File: config.mk
export PLATFORM = sky130hd
export DESIGN_NAME = prim_mst_relax
export DESIGN_NICKNAME = d
export VERILOG_FILES = /design/src/rtl/prim_mst_pkg.sv /design/src/rtl/prim_mst_relax.sv
export SDC_FILE = /design/constraint.sdc
export NUM_CORES = 1
export LEC_CHECK = 0
export BUFFER_PORTS_ARGS = -buffer_cell sky130_fd_sc_hd__buf_2
export CORE_UTILIZATION = 67
export DETAILED_ROUTE_END_ITERATION = 8
export PLACE_DENSITY = 0.83
export SYNTH_ARGS = -nofsm -noshare
export SYNTH_HDL_FRONTEND = slang
export SYNTH_SLANG_ARGS = --single-unit
File: constraint.sdc
create_clock -name clk -period 12.4 [get_ports clk]
set_input_delay 1.24 -clock clk [delete_from_list [all_inputs] [get_ports clk]]
set_output_delay 1.24 -clock clk [all_outputs]
set_load 0.02 [all_outputs]
File: src/rtl/prim_mst_pkg.sv
// Shared item types and fixed field widths for the spanning tree unit.
package prim_mst_pkg;

	localparam int VTX_W       = 5;
	localparam int WGT_W       = 16;
	localparam int COST_W      = 21;
	localparam int CFG_W       = 6;
	localparam int MAX_RESULTS = 32;

	typedef struct packed {
		logic [VTX_W-1:0] first_vertex;
		logic [VTX_W-1:0] second_vertex;
		logic [WGT_W-1:0] edge_weight;
		logic             last_edge;
	} load_item_t;

	typedef struct packed {
		logic [VTX_W-1:0]  from_vertex;
		logic [VTX_W-1:0]  to_vertex;
		logic [WGT_W-1:0]  tree_weight;
		logic [COST_W-1:0] total_cost;
		logic              is_total;
		logic              last;
	} tree_item_t;

	// Sequencer commands for the relaxation unit.
	typedef struct packed {
		logic init;   // start of a run: only the root is visited
		logic clear;  // start of a pass: forget the candidate
		logic first;  // first pass: stored keys count as no edge
		logic valid;  // a matrix word for vertex u arrives this cycle
		logic mark;   // the current candidate joins the tree
	} relax_ctl_t;

endpackage

File: src/rtl/prim_mst_relax.sv
// Shared key relaxation and minimum tracking unit with the key, parent and visited stores.
module prim_mst_relax #(
	parameter int MAX_VERTICES = 32,
	parameter int WEIGHT_BITS  = 16
) (
	input  logic                            clk,
	input  logic                            arst_n,
	input  prim_mst_pkg::relax_ctl_t        ctl,
	input  logic [$clog2(MAX_VERTICES)-1:0] base,
	input  logic [$clog2(MAX_VERTICES)-1:0] u,
	input  logic [WEIGHT_BITS:0]            w,
	output logic                            cand_found,
	output logic [$clog2(MAX_VERTICES)-1:0] cand_vtx,
	output logic [WEIGHT_BITS:0]            cand_key,
	output logic [$clog2(MAX_VERTICES)-1:0] cand_parent
);
	import prim_mst_pkg::*;

	localparam int VW = $clog2(MAX_VERTICES);
	localparam int KW = WEIGHT_BITS + 1;
	localparam logic [KW-1:0] NO_EDGE = {1'b1, {WEIGHT_BITS{1'b0}}};

	logic [KW-1:0]           key_q    [MAX_VERTICES];
	logic [VW-1:0]           parent_q [MAX_VERTICES];
	logic [MAX_VERTICES-1:0] visited_q;
	logic                    found_q;
	logic [VW-1:0]           cand_q;
	logic [KW-1:0]           cand_key_q;
	logic [VW-1:0]           cand_par_q;

	logic [KW-1:0] cur_key;
	logic          better;
	logic          upd;
	logic [KW-1:0] new_key;
	logic [VW-1:0] new_par;
	logic          open;
	logic          take;

	// The first pass of a run treats every key as unset, so the stores need no init sweep.
	always_comb begin
		cur_key = ctl.first ? NO_EDGE : key_q[u];
		better  = w < cur_key;
		upd     = better || ctl.first;
		new_key = better ? w : cur_key;
		new_par = upd ? base : parent_q[u];
		open    = !visited_q[u];
		// Keys equal to no edge are never candidates; strict compare keeps the lowest index.
		take    = ctl.valid && open && !new_key[KW-1] &&
		          (!found_q || (new_key < cand_key_q));
	end

	always_ff @(posedge clk) begin
		if (ctl.valid && open && upd) begin
			key_q[u]    <= new_key;
			parent_q[u] <= new_par;
		end
		if (take) begin
			cand_q     <= u;
			cand_key_q <= new_key;
			cand_par_q <= new_par;
		end
	end

	always_ff @(posedge clk or negedge arst_n) begin
		if (!arst_n) begin
			visited_q <= '0;
			found_q   <= 1'b0;
		end else begin
			if (ctl.init) begin
				visited_q <= MAX_VERTICES'(1);
			end else if (ctl.mark) begin
				visited_q[cand_q] <= 1'b1;
			end
			if (ctl.clear) begin
				found_q <= 1'b0;
			end else if (take) begin
				found_q <= 1'b1;
			end
		end
	end

	assign cand_found  = found_q;
	assign cand_vtx    = cand_q;
	assign cand_key    = cand_key_q;
	assign cand_parent = cand_par_q;

endmodule

## Yosys cells after proc, flatten, opt, wreduce, memory -nomap -nowiden

Memory sizes are Yosys's and may differ from the RTL's.
Index checks and enable logic that the tools add are counted.

- Register bits after elaboration: 60
- Bits in writable memories: 704
- Bits of input ports: 34
- Output and inout port bits: 28
- Logic and storage cells: 38
- Memories: 2

Memories:

| name | words | width | read ports | clocked after memory_dff | wr ports | RTL line | RTL |
|---|---|---|---|---|---|---|---|
| key_q | 32 | 17 | 1 | 0 | 1 | prim_mst_relax.sv:23 | `logic [KW-1:0] key_q [MAX_VERTICES];` |
| parent_q | 32 | 5 | 1 | 0 | 1 | prim_mst_relax.sv:24 | `logic [VW-1:0] parent_q [MAX_VERTICES];` |

- Magnitude comparators: 5
- Multiplexer cells: 13
- Bitwise operators: 1
- Reduce and logical (&&, ||, !) cells: 12

Operators with widths:

| kind | count |
|---|---|
| 2-to-1 mux 32 bit | 2 |
| less-than comparator 17 bit | 2 |
| 2-to-1 mux 17 bit | 2 |
| OR 32 bit | 1 |
| less-than comparator 5 x 6 -> 1 bit, second input constant | 2 |
| 2-to-1 mux 1 bit | 6 |
| binary-select mux 1 bit (select 5 bit) | 1 |
| demux 1 bit (select 5 bit) | 1 |
| greater-or-equal comparator 5 x 1 -> 1 bit, second input constant | 1 |
| logical AND 1 bit | 5 |
| 2-to-1 mux 5 bit | 1 |
| nonzero test 2 bit | 2 |
| logical NOT 1 bit | 3 |
| logical OR 1 bit | 2 |

## Logic depth before layout (Yosys ltp)

An unclocked memory read counts as a cell.

- Word-level depth: 9
- Depth in mapped cells: 25
- Gate-level depth less buffers: 21

## Worst setup path after synthesis

OpenSTA, ideal clock, no wires.

- Path type: in2reg
- Start: in u[3]
- End: reg cand_key_q[0] (netlist: cand_key[0]), enable pin
- Setup time: 0.445 ns
- Arrival: 8.936 ns
- Data required time: 11.955 ns
- Setup slack: 3.019 ns
- Stages: 23
- Buffers on the path: 5
- Cells stage by stage: clkbuf_1 > clkbuf_1 > and3_1 > clkbuf_1 > clkbuf_1 > a22oi_1 > a41o_1 > ha_1 > nand4_1 > nor3_1 > nand2_1 > nand4_1 > o41ai_4 > clkbuf_1 > o21ai_0 > ha_1 > a21o_1 > a21o_1 > a21o_1 > a211oi_1 > o21ai_0 > a22o_1 > nor3_1

- Cells in the longest elaborated chain, start to end: 7
- Elaborated cells on any way between the ends: 13
- Classes of those cells: 2 x order compare; 4 x mux; 6 x reduce/logical; 1 x memory

Ends and longest elaborated chain:

| what | RTL line | RTL |
|---|---|---|
| start, declared | prim_mst_relax.sv:10 | `input logic [$clog2(MAX_VERTICES)-1:0] u,` |
| memory read (32 x 17 bit) (*) | - |  |
| 2-to-1 mux 17 bit (*) | prim_mst_relax.sv:41 | `cur_key = ctl.first ? NO_EDGE : key_q[u];` |
| less-than comparator 17 bit | prim_mst_relax.sv:42 | `better = w < cur_key;` |
| 2-to-1 mux 17 bit (*) | prim_mst_relax.sv:44 | `new_key = better ? w : cur_key;` |
| named net new_key[10] | prim_mst_relax.sv:34 | `logic [KW-1:0] new_key;` |
| less-than comparator 17 bit (*) | prim_mst_relax.sv:49 | `(!found_q \|\| (new_key < cand_key_q));` |
| logical OR 1 bit (*) | prim_mst_relax.sv:49 |  |
| logical AND 1 bit (*) | prim_mst_relax.sv:48 | `take = ctl.valid && open && !new_key[KW-1] &&` |
| named net take | prim_mst_relax.sv:37 | `logic take;` |
| end signal, assigned | prim_mst_relax.sv:59 | `cand_key_q <= new_key;` |
| end, declared | prim_mst_relax.sv:28 | `logic [KW-1:0] cand_key_q;` |

Mark *: on every way through the listed nets, which the timed path passes. The rest lies on a longest branch. The select of a mux whose other input is x is not followed.
A chain may end at the register's enable or synchronous reset.

## Worst setup path after layout

- Start: in u[4]
- End: reg cand_q[3] (netlist: cand_vtx[3]), enable pin

- Cells in the longest elaborated chain, start to end: 7
- Elaborated cells on any way between the ends: 13
- Classes of those cells: 2 x order compare; 4 x mux; 6 x reduce/logical; 1 x memory

Ends and longest elaborated chain:

| what | RTL line | RTL |
|---|---|---|
| memory read (32 x 17 bit) (*) | - |  |
| 2-to-1 mux 17 bit (*) | prim_mst_relax.sv:41 |  |
| less-than comparator 17 bit | prim_mst_relax.sv:42 |  |
| 2-to-1 mux 17 bit (*) | prim_mst_relax.sv:44 |  |
| named net new_key[2] | prim_mst_relax.sv:34 |  |
| less-than comparator 17 bit (*) | prim_mst_relax.sv:49 |  |
| logical OR 1 bit (*) | prim_mst_relax.sv:49 |  |
| logical AND 1 bit (*) | prim_mst_relax.sv:48 |  |
| named net take | prim_mst_relax.sv:37 |  |
| end signal, assigned | prim_mst_relax.sv:58 | `cand_q <= u;` |
| end, declared | prim_mst_relax.sv:27 | `logic [VW-1:0] cand_q;` |

Marks and branches as above.

==> results.py <==
metrics = {
    "detailed_routing": {
        "num_vias": 16568,
        "met1_length_um": 26300,
        "met3WireLength_um": 11400,
        "first_pass_iters": 5,
        "wl_met2_um": 40000,
        "ant_nets": 0,
        "wl_per_cell_um": 37.5,
        "drtIter0Drc": 2998,
        "drc_errors": 0,
        "wirelength_um": 82900,
        "top_layer": "met4",
        "drt-vias-per-instance": 7.50,
    },
    "power_and_ir_drop": {
        "power_density_mw_per_mm2": 167,
        "leakage_nw": 11.0,
        "ir_drop_v": 0.000149,
    },
    "timing": {
        "hold_violations": 0,
        "finalMaxSlewViolations": 0,
        "setup_violations": 0,
        "hold-worst-slack_ps": 497,
        "fmax_ghz": 0.109,
        "rsz0062_at_grt": "false",
        "finalSetupTns_ps": 0,
        "fin_skew_ps": 32.5,
        "maxSlewHeadroom": 0.0713,
        "worst_pin_slew_ps": 1390,
        "fin_crit_ps": 9160,
        "post-route-period-util": 0.739,
    },
    "setup_path": {
        "cp.required_ps": 12650,
        "r2r_start": "key_q[31][16]",
        "cp-end-kind": "register",
        "ff2ff_path_depth": 24,
        "path_delay_family": "compound AO/OA/AOI/OAI gates",
        "cp.depth": 25,
        "reg2reg_slack_ps": 5040,
        "cp_slowest_stage_delay_ps": 960,
        "endpoint": "cand_vtx[3]",
        "cp_common_cell": "buf_4",
        "crit_buf_inv": 5,
        "critPathSlowestCell": "o41ai_4",
        "cp_max_fo": 34,
        "critPathArrivalTime_ps": 9410,
        "critPathLaunch": "u[4]",
        "crit_type": "input port to register",
        "r2r-end": "cand_vtx[3]",
        "critical_path.startpoint_type": "input port",
    },
    "yosys": {
        "synthCells": 1449,
        "synth_top_area_frac": 0.732,
        "ys_seq_area_frac": 0.759,
        "ys_async_sr_fraction": 0.0432,
        "ys_top_cells_by_area": "edfxtp_1, mux4_2, dfrtp_1",
        "syn_nets": 1515,
        "synth_top_area_cell": "edfxtp_1",
        "yosys_warnings": 0,
        "synth_edf_count": 731,
        "avgSynthCellArea_um2": 20.7,
        "synth_flop_cell": "edfxtp_1",
        "ys_ff_latch": 764,
        "synth_area_mm2": 0.0300,
        "synth_commonest_cells": "edfxtp_1, mux4_2, nor2_1",
        "post-synth-top-count-cell": "edfxtp_1",
        "synthDistinctLibCells": 51,
    },
    "die": {
        "rows": 77,
        "die_x_um": 214,
        "coreArea_mm2": 0.0442,
        "start_util": 0.678,
        "die_h_um": 214,
        "die_area_mm2": 0.0456,
        "io_pins": 62,
    },
    "final_layout": {
        "fin_area_mm2": 0.0338,
        "diodes": 0,
        "drive_gt1_frac": 0.285,
        "syn_to_final_growth_pct": 12.6,
        "nets": 1623,
    },
    "cts": {
        "ctsResizeCount": 0,
        "tritoncts": "built",
        "cts.sinks": 764,
        "clk-insertion-delay-late_ps": 620,
        "path_clk_slew_ps": 60,
        "hold_buffers": 0,
        "clockBufferDepth": 3,
        "h-tree-depth": 3,
        "clock-root-buffer": "clkbuf_16",
        "cts_inserted_buffers": 72,
        "post_cts_buffers": 0,
    },
    "grt": {
        "grt-ovfl-total": 0,
        "grt_max_degree": 104,
        "antenna_found_initial": 0,
        "grt_pass1_vias": 16915,
        "grt_use_total": 0.382,
        "grt_pass1_wl_um": 117000,
    },
    "hold_path": {
        "hold_path_class": "register to register",
    },
    "placed_design": {
        "place_area_mm2": 0.0314,
        "place.gp.congestion": 0.863,
        "dp.final_hpwl_um": 41500,
        "io_buffers": 61,
    },
    "run": {
        "cap_violations": 0,
    },
    "status": {
        "status": "finished, final reports clean",
    },
}
==> cell usage in the layout (no fill, tap or decap), types with 6 or more instances in the layout <==
cell type,n
nand2_1,32
a22o_1,6
ha_1,32
a41o_1,15
clkinv_1,14
clkbuf_1,16
bufinv_16,6
mux2_2,9
clkbuf_16,77
o21ai_2,15
clkinv_2,15
inv_1,22
mux2i_1,13
a21o_1,6
nand4_1,14
mux4_2,178
a22oi_1,74
o21ai_0,7
nand3_1,6
buf_2,59
edfxtp_1,731
dfrtp_1,33
and3b_1,6
nor2_4,31
a21oi_1,38
buf_4,45
nor2_1,42
==> report_power, final <==
part	internal, mW	switching (mW)
Clock	1.27	0.952
Combinational	0.137	0.328
Sequential	2.96	0.0136
Total	4.36	1.29
==> final cells by class <==
cell class	count	area [um^2]
Tap cell	592	741
Clock buffer	94	2000
Fill cell	2184	10400
Inverter	22	82.6
Timing Repair Buffer	108	702
Sequential cell	764	22800
Multi-Input combinational cell	589	7140
Clock inverter	39	340
==> kinds of logic after synthesis <==
kind of cell | Yosys count | synth area share
muxes | 200 | 0.141
AOI/OAI and AO/OA | 190 | 0.0451
and+or+nand+nor | 167 | 0.0268
buffers and inverters | 96 | 0.0140
adders and majority gates | 32 | 0.0133
DFF | 764 | 0.759
==> sequential cells by signal, summed over array words and instances (netlist names) <==
signal,flops
key_q,544
parent_q,160
visited_q,32
cand_key,17
cand_parent,5
cand_vtx,5
cand_found,1
==> how the worst min path moves through the flow <==
| stage | from | end | slack [ps] | depth (start not counted) |
|---|---|---|---|---|
| floorplan | visited_q[0] | visited_q[0] | 430 | 1 |
| global route | visited_q[0] | visited_q[0] | 520 | 1 |
| finish | visited_q[0] | visited_q[0] | 500 | 1 |
| CTS | visited_q[24] | visited_q[24] | 500 | 2 |
| detailed placement | visited_q[0] | visited_q[0] | 480 | 1 |
| global placement | visited_q[0] | visited_q[0] | 440 | 1 |
==> routing by layer <==
metal | global-route usage | vias up
li1 | - | 6309
met1 | 0.493 | 8371
met2 | 0.603 | 1522
met3 | 0.101 | 366
met4 | 0.211 | 0
met5 | 0 | -
==> per-stage QoR <==
stage | power [mW] | utilization | std cells | setup WS [ps]
floorplan | 3.29 | - | 1449 | 3020
global placement | 3.44 | 0.711 | 2075 | 3430
detailed placement | 3.47 | 0.711 | 2075 | 2990
CTS | 5.64 | 0.764 | 2208 | 3560
global route | 5.77 | 0.764 | 2208 | 2910
finish | 5.66 | 0.764 | 2208 | 3240
Power figures use the tool's default switching activity.
